### config.mk
export PLATFORM = sky130hd
export DESIGN_NAME = rgb_to_hsv_convert
export DESIGN_NICKNAME = d
export VERILOG_FILES = /design/src/hdl/rhc_pkg.sv /design/src/hdl/rhc_div_pipe.sv /design/src/hdl/rgb_to_hsv_convert.sv
export VERILOG_INCLUDE_DIRS = /design/src /design/src/hdl
export SDC_FILE = /design/constraint.sdc
export NUM_CORES = 1
export LEC_CHECK = 0
export BUFFER_PORTS_ARGS = -buffer_cell sky130_fd_sc_hd__buf_4
export CAP_MARGIN = 20
export CORE_UTILIZATION = 35
export DETAILED_ROUTE_END_ITERATION = 10
export GPL_TIMING_DRIVEN = 0
export SETUP_SLACK_MARGIN = 0.02
export SYNTH_ARGS = -nofsm -noshare
export SYNTH_HDL_FRONTEND = slang
export SYNTH_SLANG_ARGS = --single-unit
### constraint.sdc
create_clock -name clk -period 3.95 [get_ports clk]
set_clock_uncertainty 0.15 [all_clocks]
set_input_delay 0.1975 -clock clk [delete_from_list [all_inputs] [get_ports clk]]
set_output_delay 0.1975 -clock clk [all_outputs]
set_load 0.02 [all_outputs]
### src/hdl/rgb_to_hsv_convert_defines.svh
// Assertion macros shared by the RGB to HSV converter RTL.
// No dependencies; included by files that carry concurrent checks.
`ifndef RGB_TO_HSV_CONVERT_DEFINES_SVH
`define RGB_TO_HSV_CONVERT_DEFINES_SVH

// Check that cons holds in the same cycle as ante.
`define RHC_CHECK_NOW(lbl, clk_s, rstn_s, ante, cons) \
    lbl: assert property (@(posedge clk_s) disable iff (!(rstn_s)) (ante) |-> (cons)) \
        else $error("rgb_to_hsv_convert: check failed");

// Check that cons holds in the cycle after ante.
`define RHC_CHECK_NEXT(lbl, clk_s, rstn_s, ante, cons) \
    lbl: assert property (@(posedge clk_s) disable iff (!(rstn_s)) (ante) |=> (cons)) \
        else $error("rgb_to_hsv_convert: check failed");

`endif

### src/hdl/rhc_pkg.sv
// Shared constants and types for the RGB to HSV converter.
// No dependencies; used by rgb_to_hsv_convert.
`default_nettype none

package rhc_pkg;

    localparam int CHANNEL_BITS_DEF = 8;

    // Hue is an angle in 1/64 degree units.
    localparam int HUE_BITS     = 15;
    localparam int HUE_QUO_BITS = 12;   // sector fraction never exceeds 3840

    localparam logic [HUE_BITS-1:0] UNITS_PER_SECTOR = 15'd3840;
    localparam logic [HUE_BITS-1:0] GREEN_OFFSET     = 15'd7680;
    localparam logic [HUE_BITS-1:0] BLUE_OFFSET      = 15'd15360;
    localparam logic [HUE_BITS-1:0] FULL_TURN        = 15'd23040;

    typedef logic [1:0] sector_t;

    localparam sector_t SECT_RED   = 2'd0;
    localparam sector_t SECT_GREEN = 2'd1;
    localparam sector_t SECT_BLUE  = 2'd2;

endpackage

`default_nettype wire

### src/hdl/rhc_div_pipe.sv
// Two-lane pipelined restoring divider, one quotient bit per stage.
// Depends on nothing but its parameters; a tag word travels alongside.
`default_nettype none

module rhc_div_pipe #(
    parameter int CHANNEL_BITS = 8,
    parameter int QUO_BITS     = 12,
    parameter int TAG_BITS     = 12
) (
    input  wire logic                              clk,
    input  wire logic                              rst_n,
    input  wire logic                              in_valid,
    input  wire logic [QUO_BITS+CHANNEL_BITS-1:0]  in_hue_dvd,
    input  wire logic [CHANNEL_BITS-1:0]           in_hue_dsr,
    input  wire logic [QUO_BITS+CHANNEL_BITS-1:0]  in_sat_dvd,
    input  wire logic [CHANNEL_BITS-1:0]           in_sat_dsr,
    input  wire logic [TAG_BITS-1:0]               in_tag,
    output logic                                   out_valid,
    output logic [QUO_BITS-1:0]                    out_hue_quo,
    output logic                                   out_hue_rem_nz,
    output logic [QUO_BITS-1:0]                    out_sat_quo,
    output logic [TAG_BITS-1:0]                    out_tag
);

    localparam int AW = QUO_BITS + CHANNEL_BITS;

    // Accumulator holds {partial remainder, dividend bits left, quotient bits}.
    function automatic logic [AW-1:0] div_step(input logic [AW-1:0] acc,
                                               input logic [CHANNEL_BITS-1:0] dsr);
        logic [CHANNEL_BITS:0]   trial;
        logic                    ge;
        logic [CHANNEL_BITS-1:0] rem;
        trial = acc[AW-1:QUO_BITS-1];
        ge    = (trial >= {1'b0, dsr});
        rem   = ge ? CHANNEL_BITS'(trial - {1'b0, dsr}) : trial[CHANNEL_BITS-1:0];
        return {rem, acc[QUO_BITS-2:0], ge};
    endfunction

    logic [QUO_BITS-1:0]      vld_reg;
    logic [QUO_BITS-1:0]      vld_next;
    logic [AW-1:0]            acc_h_reg  [QUO_BITS];
    logic [AW-1:0]            acc_h_next [QUO_BITS];
    logic [AW-1:0]            acc_s_reg  [QUO_BITS];
    logic [AW-1:0]            acc_s_next [QUO_BITS];
    logic [CHANNEL_BITS-1:0]  dsr_h_reg  [QUO_BITS];
    logic [CHANNEL_BITS-1:0]  dsr_h_next [QUO_BITS];
    logic [CHANNEL_BITS-1:0]  dsr_s_reg  [QUO_BITS];
    logic [CHANNEL_BITS-1:0]  dsr_s_next [QUO_BITS];
    logic [TAG_BITS-1:0]      tag_reg    [QUO_BITS];
    logic [TAG_BITS-1:0]      tag_next   [QUO_BITS];

    for (genvar k = 0; k < QUO_BITS; k++) begin : g_stage
        if (k == 0) begin : g_first
            always_comb
            begin
                vld_next[k]   = in_valid;
                acc_h_next[k] = div_step(in_hue_dvd, in_hue_dsr);
                acc_s_next[k] = div_step(in_sat_dvd, in_sat_dsr);
                dsr_h_next[k] = in_hue_dsr;
                dsr_s_next[k] = in_sat_dsr;
                tag_next[k]   = in_tag;
            end
        end else begin : g_rest
            always_comb
            begin
                vld_next[k]   = vld_reg[k-1];
                acc_h_next[k] = div_step(acc_h_reg[k-1], dsr_h_reg[k-1]);
                acc_s_next[k] = div_step(acc_s_reg[k-1], dsr_s_reg[k-1]);
                dsr_h_next[k] = dsr_h_reg[k-1];
                dsr_s_next[k] = dsr_s_reg[k-1];
                tag_next[k]   = tag_reg[k-1];
            end
        end

        always_ff @(posedge clk)
        begin
            acc_h_reg[k] <= acc_h_next[k];
            acc_s_reg[k] <= acc_s_next[k];
            dsr_h_reg[k] <= dsr_h_next[k];
            dsr_s_reg[k] <= dsr_s_next[k];
            tag_reg[k]   <= tag_next[k];
        end
    end

    always_ff @(posedge clk or negedge rst_n)
    begin
        if (!rst_n)
        begin
            vld_reg <= '0;
        end
        else
        begin
            vld_reg <= vld_next;
        end
    end

    assign out_valid      = vld_reg[QUO_BITS-1];
    assign out_hue_quo    = acc_h_reg[QUO_BITS-1][QUO_BITS-1:0];
    assign out_hue_rem_nz = |acc_h_reg[QUO_BITS-1][AW-1:QUO_BITS];
    assign out_sat_quo    = acc_s_reg[QUO_BITS-1][QUO_BITS-1:0];
    assign out_tag        = tag_reg[QUO_BITS-1];

endmodule

`default_nettype wire

### src/hdl/rgb_to_hsv_convert.sv
// Top level of the RGB to HSV converter: channel sort, scaling, output assembly.
// Depends on rhc_pkg, rhc_div_pipe and rgb_to_hsv_convert_defines.svh.
`default_nettype none
`include "rgb_to_hsv_convert_defines.svh"

// Converts one pixel (red, green, blue) into hue, saturation and brightness.
//
// Input: a transfer happens at each rising edge where start is high and busy
// is low. busy is held low, so a pixel may be offered in every cycle.
// Output: done is high for exactly one cycle with hue, saturation and
// brightness of one pixel; results leave in the order pixels came in.
// The receiver cannot stall: each result is taken in its single done cycle.
//
// QB = max(12, CHANNEL_BITS) is the number of stages in the pipelined
// divider. Throughput: one pixel per cycle.
// Stages: channel sort and differences, constant scaling of the dividends,
// QB divider stages (one quotient bit each, hue and saturation side by
// side), then the hue sector offset and wrap.
//
// Reset (rst_n low, asynchronous) clears all valid bits; pixels in flight are
// dropped and no done pulse appears until new pixels arrive.
module rgb_to_hsv_convert #(
    parameter int CHANNEL_BITS = rhc_pkg::CHANNEL_BITS_DEF
) (
    input  wire logic                          clk,
    input  wire logic                          rst_n,
    input  wire logic                          start,
    output logic                               busy,
    input  wire logic [CHANNEL_BITS-1:0]       red,
    input  wire logic [CHANNEL_BITS-1:0]       green,
    input  wire logic [CHANNEL_BITS-1:0]       blue,
    output logic                               done,
    output logic [rhc_pkg::HUE_BITS-1:0]       hue,
    output logic [CHANNEL_BITS-1:0]            saturation,
    output logic [CHANNEL_BITS-1:0]            brightness
);

    // Divider stages: enough quotient bits for both the hue fraction
    // (at most 3840) and saturation (at most 2^CHANNEL_BITS - 1).
    localparam int QB  = (CHANNEL_BITS > rhc_pkg::HUE_QUO_BITS) ?
                         CHANNEL_BITS : rhc_pkg::HUE_QUO_BITS;
    localparam int DW  = QB + CHANNEL_BITS;
    localparam int TB  = CHANNEL_BITS + 4;   // {value, sector, negative, grey}
    localparam int LAT = QB + 3;

    // ------------------------------------------------------------------
    // Stage 1: pick the largest channel (red wins ties, then green), the
    // smallest, chroma, and the signed difference that sets the hue.
    // ------------------------------------------------------------------
    logic                    s1_valid_reg;
    logic [CHANNEL_BITS-1:0] s1_v_reg,    s1_v_next;
    logic [CHANNEL_BITS-1:0] s1_c_reg,    s1_c_next;
    rhc_pkg::sector_t        s1_sect_reg, s1_sect_next;
    logic                    s1_neg_reg,  s1_neg_next;
    logic [CHANNEL_BITS-1:0] s1_dmag_reg, s1_dmag_next;

    logic                    r_max;
    logic                    g_max;
    logic [CHANNEL_BITS-1:0] lo;
    logic [CHANNEL_BITS-1:0] rg_min;

    always_comb
    begin
        r_max  = (red >= green) && (red >= blue);
        g_max  = !r_max && (green >= blue);
        rg_min = (green < red) ? green : red;
        lo     = (blue < rg_min) ? blue : rg_min;

        if (r_max)
        begin
            s1_v_next    = red;
            s1_sect_next = rhc_pkg::SECT_RED;
            s1_neg_next  = (green < blue);
            s1_dmag_next = s1_neg_next ? (blue - green) : (green - blue);
        end
        else if (g_max)
        begin
            s1_v_next    = green;
            s1_sect_next = rhc_pkg::SECT_GREEN;
            s1_neg_next  = (blue < red);
            s1_dmag_next = s1_neg_next ? (red - blue) : (blue - red);
        end
        else
        begin
            s1_v_next    = blue;
            s1_sect_next = rhc_pkg::SECT_BLUE;
            s1_neg_next  = (red < green);
            s1_dmag_next = s1_neg_next ? (green - red) : (red - green);
        end

        s1_c_next = s1_v_next - lo;
    end

    // ------------------------------------------------------------------
    // Stage 2: scale the dividends. Hue fraction = 3840*|d| / chroma,
    // saturation = chroma*(2^N - 1) / value.
    // ------------------------------------------------------------------
    logic                    s2_valid_reg;
    logic [DW-1:0]           s2_hue_dvd_reg, s2_hue_dvd_next;
    logic [DW-1:0]           s2_sat_dvd_reg, s2_sat_dvd_next;
    logic [CHANNEL_BITS-1:0] s2_c_reg;
    logic [CHANNEL_BITS-1:0] s2_v_reg;
    logic [TB-1:0]           s2_tag_reg, s2_tag_next;

    always_comb
    begin
        s2_hue_dvd_next = DW'(s1_dmag_reg) * DW'(rhc_pkg::UNITS_PER_SECTOR);
        s2_sat_dvd_next = DW'({s1_c_reg, {CHANNEL_BITS{1'b0}}}) - DW'(s1_c_reg);
        s2_tag_next     = {s1_v_reg, s1_sect_reg, s1_neg_reg, (s1_c_reg == '0)};
    end

    always_ff @(posedge clk)
    begin
        s1_v_reg       <= s1_v_next;
        s1_c_reg       <= s1_c_next;
        s1_sect_reg    <= s1_sect_next;
        s1_neg_reg     <= s1_neg_next;
        s1_dmag_reg    <= s1_dmag_next;
        s2_hue_dvd_reg <= s2_hue_dvd_next;
        s2_sat_dvd_reg <= s2_sat_dvd_next;
        s2_c_reg       <= s1_c_reg;
        s2_v_reg       <= s1_v_reg;
        s2_tag_reg     <= s2_tag_next;
    end

    // ------------------------------------------------------------------
    // Divider: both quotients advance one bit per stage; the tag follows.
    // A zero divisor only happens for a zero dividend; the result is
    // dropped at assembly through the grey and black flags.
    // ------------------------------------------------------------------
    logic                    dv_valid;
    logic [QB-1:0]           dv_hue_quo;
    logic                    dv_hue_rem_nz;
    logic [QB-1:0]           dv_sat_quo;
    logic [TB-1:0]           dv_tag;

    rhc_div_pipe #(
        .CHANNEL_BITS (CHANNEL_BITS),
        .QUO_BITS     (QB),
        .TAG_BITS     (TB)
    ) u_div (
        .clk            (clk),
        .rst_n          (rst_n),
        .in_valid       (s2_valid_reg),
        .in_hue_dvd     (s2_hue_dvd_reg),
        .in_hue_dsr     (s2_c_reg),
        .in_sat_dvd     (s2_sat_dvd_reg),
        .in_sat_dsr     (s2_v_reg),
        .in_tag         (s2_tag_reg),
        .out_valid      (dv_valid),
        .out_hue_quo    (dv_hue_quo),
        .out_hue_rem_nz (dv_hue_rem_nz),
        .out_sat_quo    (dv_sat_quo),
        .out_tag        (dv_tag)
    );

    // ------------------------------------------------------------------
    // Output stage: add the sector offset. Green and blue sectors floor a
    // negative fraction (the offset keeps the numerator positive); the red
    // sector truncates toward zero and wraps a negative angle by 360 deg.
    // ------------------------------------------------------------------
    logic [CHANNEL_BITS-1:0]         f_v;
    rhc_pkg::sector_t                f_sect;
    logic                            f_neg;
    logic                            f_grey;
    logic [rhc_pkg::HUE_BITS-1:0]    frac;
    logic [rhc_pkg::HUE_BITS-1:0]    frac_floor;

    logic                            done_reg;
    logic [rhc_pkg::HUE_BITS-1:0]    hue_reg, hue_next;
    logic [CHANNEL_BITS-1:0]         sat_reg, sat_next;
    logic [CHANNEL_BITS-1:0]         bri_reg;

    always_comb
    begin
        f_v        = dv_tag[TB-1:4];
        f_sect     = dv_tag[3:2];
        f_neg      = dv_tag[1];
        f_grey     = dv_tag[0];
        frac       = rhc_pkg::HUE_BITS'(dv_hue_quo[rhc_pkg::HUE_QUO_BITS-1:0]);
        frac_floor = frac + rhc_pkg::HUE_BITS'(dv_hue_rem_nz);

        case (f_sect)
            rhc_pkg::SECT_RED:
            begin
                if (f_neg && (frac != '0))
                    hue_next = rhc_pkg::FULL_TURN - frac;
                else if (f_neg)
                    hue_next = '0;
                else
                    hue_next = frac;
            end
            rhc_pkg::SECT_GREEN:
            begin
                hue_next = f_neg ? (rhc_pkg::GREEN_OFFSET - frac_floor)
                                 : (rhc_pkg::GREEN_OFFSET + frac);
            end
            rhc_pkg::SECT_BLUE:
            begin
                hue_next = f_neg ? (rhc_pkg::BLUE_OFFSET - frac_floor)
                                 : (rhc_pkg::BLUE_OFFSET + frac);
            end
            default:
            begin
                hue_next = '0;
            end
        endcase

        if (f_grey)
            hue_next = '0;

        sat_next = (f_v == '0) ? '0 : dv_sat_quo[CHANNEL_BITS-1:0];
    end

    always_ff @(posedge clk)
    begin
        hue_reg <= hue_next;
        sat_reg <= sat_next;
        bri_reg <= f_v;
    end

    // Valid bits: advance one stage per cycle, cleared by reset.
    always_ff @(posedge clk or negedge rst_n)
    begin
        if (!rst_n)
        begin
            s1_valid_reg <= 1'b0;
            s2_valid_reg <= 1'b0;
            done_reg     <= 1'b0;
        end
        else
        begin
            s1_valid_reg <= start && !busy;
            s2_valid_reg <= s1_valid_reg;
            done_reg     <= dv_valid;
        end
    end

    // Every stage moves each cycle, so the block never pushes back.
    assign busy       = 1'b0;
    assign done       = done_reg;
    assign hue        = hue_reg;
    assign saturation = sat_reg;
    assign brightness = bri_reg;

    // ------------------------------------------------------------------
    // Checks
    // ------------------------------------------------------------------
    `RHC_CHECK_NOW(a_done_has_source, clk, rst_n, done, $past(start, LAT))
    `RHC_CHECK_NEXT(a_stage_advance, clk, rst_n, s1_valid_reg, s2_valid_reg)
    `RHC_CHECK_NOW(a_hue_in_range, clk, rst_n, done, hue < rhc_pkg::FULL_TURN)
    `RHC_CHECK_NOW(a_black_is_grey, clk, rst_n, done && (brightness == '0), (saturation == '0) && (hue == '0))

endmodule

`default_nettype wire
==> results of run 1 <==
-- what timing repair did --
item / 4_1_cts / 5_1_grt
endpoints found under the setup margin: 7 / 10
gates resized for setup: 19 / 15
setup buffers: 22 / 3
hold buffers: 26 / 0
endpoints found under the hold margin: 31 / 0
pin swaps: 27 / 21
-- layout by cell type, fill, tap and decap left out, drive strengths merged, types with 55 or more instances in the layout --
| master | count |
|---|---|
| buf | 87 |
| inv | 326 |
| clkbuf | 141 |
| xnor2 | 130 |
| nor2 | 234 |
| a21oi | 246 |
| ha | 283 |
| o21ai | 159 |
| nand2 | 110 |
| dfxtp | 697 |
| nor2b | 55 |
-- report_power, final --
group          internal (uW)  total (uW)  switching (uW)
clock                   4360        7130            2770
sequential             10600       12000            1440
combinational           7420       15700            8320
-- kinds of logic (layout without fill, tap and decap cells) --
logic type	Yosys count	count (layout)	synth area share
AOI/OAI and AO/OA	613	613	0.126
xor gates and xnor gates	168	168	0.0508
adders and majority gates	326	326	0.152
buffers and inverters	372	609	0.0486
DFF	712	712	0.495
muxes	64	64	0.0238
other	1	2	0.000130
and+or+nand+nor	618	618	0.103
-- worst min-delay path by stage --
stage | start | end | slack [ns] | cells past startpoint
3_5_place_dp | rst_n | s1_valid_reg | -0.09 | 1
4_1_cts | green[7] | s1_dmag_reg[7] | 0.02 | 4
6_report | blue[0] | s1_v_reg[0] | 0.04 | 3
3_3_place_gp | rst_n | s1_valid_reg | -0.1 | 1
2_1_floorplan | rst_n | done | -0.25 | 0
5_1_grt | blue[0] | s1_v_reg[0] | 0.02 | 3
-- area by class of cell --
class	instances	area, sq um
clock buffer	101	2150
sequential	712	14300
buffer	48	195
clock inverter	32	434
inverter	323	1230
tap	1070	1340
multi-input combinational	1791	13400
fill	8021	48000
timing repair buffer	105	870
-- metrics by stage --
| stage | hold slack [ns] | cells | setup WS [ns] | instance area [sq um] |
|---|---|---|---|---|
| after floorplan | -0.248 | 2875 | -0.570 | 29100 |
| after global placement | -0.0961 | 4003 | -1.65 | 30800 |
| after detailed placement | -0.0902 | 4003 | -1.63 | 30800 |
| after CTS | 0.0186 | 4182 | -0.257 | 33900 |
| after global routing | 0.0169 | 4182 | -0.377 | 34000 |
| final | 0.0406 | 4182 | -0.203 | 34000 |
-- metal layers --
| metal | up-vias | routed length, um |
|---|---|---|
| met3 | 97 | 1900 |
| met5 | - | 0 |
| met2 | 259 | 25600 |
| met1 | 8736 | 21700 |
| li1 | 9995 | - |
| met4 | 0 | 1480 |
-- critical path: stages --
cell                            delay [ns]
sky130_fd_sc_hd__buf_4                0.15
sky130_fd_sc_hd__dlygate4sd3_1        0.62
sky130_fd_sc_hd__fa_1                 0.44
sky130_fd_sc_hd__nor2b_1              0.14
sky130_fd_sc_hd__o21ai_1              0.09
sky130_fd_sc_hd__a21oi_1              0.28
sky130_fd_sc_hd__nor2_1               0.16
sky130_fd_sc_hd__o21a_1               0.26
sky130_fd_sc_hd__clkbuf_1             0.28
sky130_fd_sc_hd__o21ai_0              0.23
sky130_fd_sc_hd__nor2_1               0.06
sky130_fd_sc_hd__a21oi_1              0.32
sky130_fd_sc_hd__ha_1                 0.34
sky130_fd_sc_hd__a21o_1               0.21
sky130_fd_sc_hd__a21o_1               0.17
sky130_fd_sc_hd__a21oi_2              0.15
sky130_fd_sc_hd__o21ai_2              0.07
sky130_fd_sc_hd__xor2_1               0.15
sky130_fd_sc_hd__xnor2_1              0.19
==> reports/qor.tcl, run 1 <==
set qor(route.antenna.remaining_nets) 0
set qor(start_util) 0.353
set qor(grt_start_max_net_pins) 16
set qor(worst_slew_margin_rel) 0.444
set qor(clock_h_tree_levels) 3
set qor(dieWidth_um) 290
set qor(critical_path_startpoint_category) {primary input}
set qor(synthesis_warnings) 0
set qor(gr-total-overflow) 0
set qor(tightestPinTransition_ns) 0.829
set qor(post_drt_via_cell_ratio) 4.56
set qor(cts.sink_count) 712
set qor(buffer_ports.inserted) 58
set qor(yosys_most_used_dff) {sky130_fd_sc_hd__dfxtp_1}
set qor(grt_first_pass_wirelength_um) 86600
set qor(drc_errors) 0
set qor(endpoint_kind) {flip-flop}
set qor(leakagePower_uw) 0.0154
set qor(io_pins) 60
set qor(vias) 19087
set qor(setup_slack_ns) -0.203
set qor(totalNegativeSetupSlack_ns) -0.284
set qor(async_reset_ff_frac) 0.0211
set qor(peakVddDrop_uv) 387
set qor(maximum_buffer_depth_of_the_clock_tree) 3
set qor(detailed_route_wire_length_um) 50700
set qor(cts.reportedPaths.clkPinSlew_ns) 0.06
set qor(yosysSeqAreaShare) 0.495
set qor(r2r_start) {u_div.acc_h_reg[11][17]}
set qor(post-route-util) 0.414
set qor(status) {finished, violations left}
set qor(nets) 3408
set qor(synthTopCellsByArea) {sky130_fd_sc_hd__dfxtp_1 48%, sky130_fd_sc_hd__ha_1 12%, sky130_fd_sc_hd__a21oi_1 4.2%}
set qor(violations) {negative setup slack}
set qor(synthDominantCellAreaShare) 0.482
set qor(gr-max-usage-layer) {met2}
set qor(global_route.usage.met2) 0.229
set qor(cts-buffers-inserted) 74
set qor(synth_seq_cells) 712
set qor(power_density_normalized_to_cell_area_mw_per_mm2) 1030
set qor(grt_antenna_before_repair) 0
set qor(worstSetupPathType) {in -> reg}
set qor(tritoncts) {yes}
set qor(r2r_end) {hue[11]}
set qor(core_sq_mm) 0.0820
set qor(power.total_uw) 34900
set qor(layout-area-overhead-vs-synth_pct) 17.3
set qor(wl_per_cell_um) 12.1
set qor(netlist_area_sq_mm) 0.0289
set qor(setup-violations-final) 4
set qor(grt_setup_unrepaired) {true}
set qor(classification_of_the_worst_slack_hold_path) {in -> reg}
set qor(drv_cap) 0
set qor(highest_achievable_clock_rate_mhz) 241
set qor(insertion_delay_to_the_later_sink_of_the_worst_skew_pair_ns) 0.61
set qor(grt_use_met1) 0.139
set qor(number_of_flip_flops_in_the_largest_register) 182
set qor(die_y_um) 290
set qor(die_area_sq_mm) 0.0839
set qor(crit_path_end) {s1_c_reg[7]}
set qor(gpl.final_weighted_congestion) 0.895
set qor(slew_viol_final) 0
set qor(antenna_cells) 0
set qor(firstDrtPassIters) 7
set qor(synth_most_common_cell) {sky130_fd_sc_hd__dfxtp_1}
set qor(netlist_instances) 2874
set qor(postSynthAreaPerCell_sq_um) 10.1
set qor(grt_pass1_vias) 19058
set qor(hpwl_um) 38200
set qor(synth_top_cell_by_area) {sky130_fd_sc_hd__dfxtp_1}
set qor(register_to_register_setup_slack_ns) 0.33
set qor(num_rows) 105
set qor(synth.lib_cells_used.distinct) 68
set qor(wp_data_required_ns) 4.31
set qor(r2r_cells) 14
set qor(cp_data_arrival_time_ns) 4.51
set qor(synth-edff-count) 0
set qor(layout-drive-gt1-share) 0.101
set qor(post_synth_most_frequent_cells) {697 x sky130_fd_sc_hd__dfxtp_1, 322 x sky130_fd_sc_hd__inv_1, 283 x sky130_fd_sc_hd__ha_1, 245 x sky130_fd_sc_hd__a21oi_1, 233 x sky130_fd_sc_hd__nor2_1}
set qor(drt_first_iter_violations) 746
set qor(layout_min_cycle_time_ns) 4.15
set qor(gr-usage-all-layers) 0.124
set qor(setup.worst_path.start) {blue[1]}
set qor(groute.layer.met3.usage) 0.0221
set qor(final.period_utilization) 1.05
set qor(hold_viol) 0
set qor(critPathMaxFanout) 10
set qor(cts_root_buffer) {sky130_fd_sc_hd__clkbuf_16}
No activity file was read; power rests on OpenSTA's default activity.
==> run 2: changes to the inputs <==
--- a/config.mk
+++ b/config.mk
@@ -11,7 +11,9 @@
 export CORE_UTILIZATION = 35
 export DETAILED_ROUTE_END_ITERATION = 10
 export GPL_TIMING_DRIVEN = 0
+export HOLD_SLACK_MARGIN = 0.12
 export SETUP_SLACK_MARGIN = 0.02
+export SKIP_LAST_GASP = 1
 export SYNTH_ARGS = -nofsm -noshare
 export SYNTH_HDL_FRONTEND = slang
 export SYNTH_SLANG_ARGS = --single-unit
==> run 2 against run 1 <==
Against the previous run: the flow still finishes with violations (negative setup slack); sequential share of layout area shrank 0.20 points; wire length grew 0.49%; sequential power about the same; non-clock buffer count up 14; clock power barely moved; first-iteration DRC count fell by 1.9%; via count rose by 0.38%; maximum frequency is 1.1% higher; sequential cell count unchanged; global-route usage barely moved.
==> reports/qor.tcl, run 2 (synthesized netlist as in run 1, its figures left out) <==
set qor(worst_slew_margin_rel) 0.440
set qor(nets) 3422
set qor(grt_first_pass_wirelength_um) 86900
set qor(timing.hold.ws_ns) 0.157
set qor(peakVddDrop_uv) 387
set qor(critPathMaxFanout) 5
set qor(dp_cells) 4003
set qor(power_report.internal_total_uw) 22400
set qor(die_area_sq_mm) 0.0839
set qor(io_pins) 60
set qor(drc_errors) 0
set qor(route.antenna.remaining_nets) 0
set qor(final.period_utilization) 1.04
set qor(start_util) 0.353
set qor(grt_antenna_before_repair) 0
set qor(critical_path_startpoint_category) {primary input}
set qor(switching_share) 0.359
set qor(power.share.sequential) 0.343
set qor(fill_cells) 8007
set qor(tightestPinTransition_ns) 0.835
set qor(maximum_buffer_depth_of_the_clock_tree) 3
set qor(setup-violations-final) 3
set qor(post-route-util) 0.416
set qor(leakagePower_uw) 0.0154
set qor(insertion_delay_to_the_later_sink_of_the_worst_skew_pair_ns) 0.61
set qor(classification_of_the_worst_slack_hold_path) {in -> reg}
set qor(drv_cap) 0
set qor(cts-buffers-inserted) 74
set qor(top_library_cells_by_usage_in_the_layout_fill_and_taps_aside) {697 x sky130_fd_sc_hd__dfxtp_1, 317 x sky130_fd_sc_hd__inv_1, 273 x sky130_fd_sc_hd__ha_1}
set qor(totalNegativeSetupSlack_ns) -0.301
set qor(clock_h_tree_levels) 3
set qor(layout_min_cycle_time_ns) 4.11
set qor(detailed_route_wire_length_um) 50900
set qor(die_y_um) 290
set qor(buffer_ports.inserted) 58
set qor(endpoint_kind) {flip-flop}
set qor(setup_slack_ns) -0.157
set qor(cts.reportedPaths.clkPinSlew_ns) 0.06
set qor(num_rows) 105
set qor(grt_setup_unrepaired) {true}
set qor(core_sq_mm) 0.0820
set qor(cp_data_arrival_time_ns) 4.47
set qor(number_of_flip_flops_in_the_largest_register) 182
set qor(drt_first_iter_violations) 732
set qor(cts_root_buffer) {sky130_fd_sc_hd__clkbuf_16}
set qor(firstDrtPassIters) 5
set qor(wp_data_required_ns) 4.31
set qor(gr-usage-all-layers) 0.124
set qor(wl_per_cell_um) 12.1
set qor(place_ws_ns) -1.63
set qor(dieWidth_um) 290
set qor(slew_viol_final) 0
set qor(layout-area-overhead-vs-synth_pct) 17.9
set qor(worstSetupPathType) {in -> reg}
set qor(layout_commonest_cell) {sky130_fd_sc_hd__dfxtp_1}
set qor(violations) {negative setup slack}
set qor(power_switching_uw) 12500
set qor(gpl.final_weighted_congestion) 0.895
set qor(antenna_cells) 0
set qor(cts.sink_count) 712
set qor(layout.cells.non_filler) 4196
set qor(hpwl_um) 38200
set qor(hold_viol) 0
set qor(layout-drive-gt1-share) 0.102
set qor(tritoncts) {yes}
set qor(clock_power_share) 0.204
set qor(power_density_normalized_to_cell_area_mw_per_mm2) 1020
set qor(grt_start_max_net_pins) 16
set qor(grt_pass1_vias) 19095
set qor(gr-total-overflow) 0
set qor(post_drt_via_cell_ratio) 4.57
set qor(power.combinational.fraction) 0.452
set qor(status) {finished, violations left}
set qor(vias) 19160
set qor(highest_achievable_clock_rate_mhz) 243
-- run 2: final cells by class --
cell class | count | area (sq um) | area share
buffer | 49 | 199 | 0.00583
clock buffer | 101 | 2150 | 0.0629
clock inverter | 32 | 434 | 0.0127
inverter | 323 | 1230 | 0.0362
multi-input combinational | 1791 | 13400 | 0.394
sequential | 712 | 14300 | 0.420
tap | 1070 | 1340 | 0.0392
timing repair buffer | 118 | 1000 | 0.0293
-- run 2: layer usage --
metal  GRT usage  vias to the layer above  routed length, um
met4      0.0535                        0               1560
met3      0.0222                       98               1920
met5           0                        -                  0
met1       0.140                     8762              21700
met2       0.229                      265              25700
li1            -                    10035                  -
-- run 2: final timing paths --
path | start | end | slack [ns] | cells past startpoint
worst max-delay path | green[0] | s1_c_reg[7] | -0.16 | 24
worst min-delay path | blue[6] | s1_c_reg[6] | 0.16 | 5
worst max register to register | u_div.acc_h_reg[11][17] | hue[11] | 0.32 | 14
worst min register to register | u_div.acc_h_reg[10][8] | u_div.acc_h_reg[11][9] | 0.17 | 0
max in group asynchronous | rst_n | u_div.vld_reg[1] | 2.68 | 3
min in group asynchronous | rst_n | u_div.vld_reg[6] | 0.56 | 3
-- run 2: what timing repair did --
action,in CTS,in global routing
hold endpoints to repair,36,0
hold buffers,39,0
setup buffers,22,3
setup endpoints to repair,7,13
resized for setup,18,20
pin swaps,26,21
-- run 2: worst max-delay path, cell delays in order --
cell,delay [ns]
sky130_fd_sc_hd__buf_12,0.12
sky130_fd_sc_hd__inv_16,0.05
sky130_fd_sc_hd__ha_4,0.13
sky130_fd_sc_hd__fa_2,0.23
sky130_fd_sc_hd__nor2b_4,0.05
sky130_fd_sc_hd__o21ai_4,0.18
sky130_fd_sc_hd__a21oi_4,0.08
sky130_fd_sc_hd__a2111oi_4,0.32
sky130_fd_sc_hd__mux2i_1,0.29
sky130_fd_sc_hd__ha_1,0.27
sky130_fd_sc_hd__a21o_1,0.16
sky130_fd_sc_hd__a21o_1,0.18
sky130_fd_sc_hd__a21oi_2,0.19
sky130_fd_sc_hd__nand2_2,0.09
sky130_fd_sc_hd__o21ai_4,0.27
sky130_fd_sc_hd__mux2_4,0.38
sky130_fd_sc_hd__ha_4,0.22
sky130_fd_sc_hd__a21o_1,0.16
sky130_fd_sc_hd__a21o_1,0.16
sky130_fd_sc_hd__a21o_1,0.17
sky130_fd_sc_hd__a21oi_2,0.15
sky130_fd_sc_hd__o21ai_2,0.07
sky130_fd_sc_hd__xor2_1,0.15
sky130_fd_sc_hd__xnor2_1,0.19
-- run 2: through the flow --
step	area, sq um	total power, uW
5_1_grt	34100	38300
6_report	34100	34900
4_1_cts	34000	35400
2_1_floorplan	29100	24400
3_5_place_dp	30800	27800
3_3_place_gp	30800	27600
-- run 2: power groups by stage --
| stage | logic (uW) | clock network (uW) | registers [uW] |
|---|---|---|---|
| 6_report | 15800 | 7130 | 12000 |
| 3_3_place_gp | 15500 | 0 | 12100 |
| 4_1_cts | 15900 | 7410 | 12000 |
| 3_5_place_dp | 15600 | 0 | 12200 |
| 2_1_floorplan | 12500 | 0 | 11800 |
| 5_1_grt | 18200 | 7730 | 12400 |
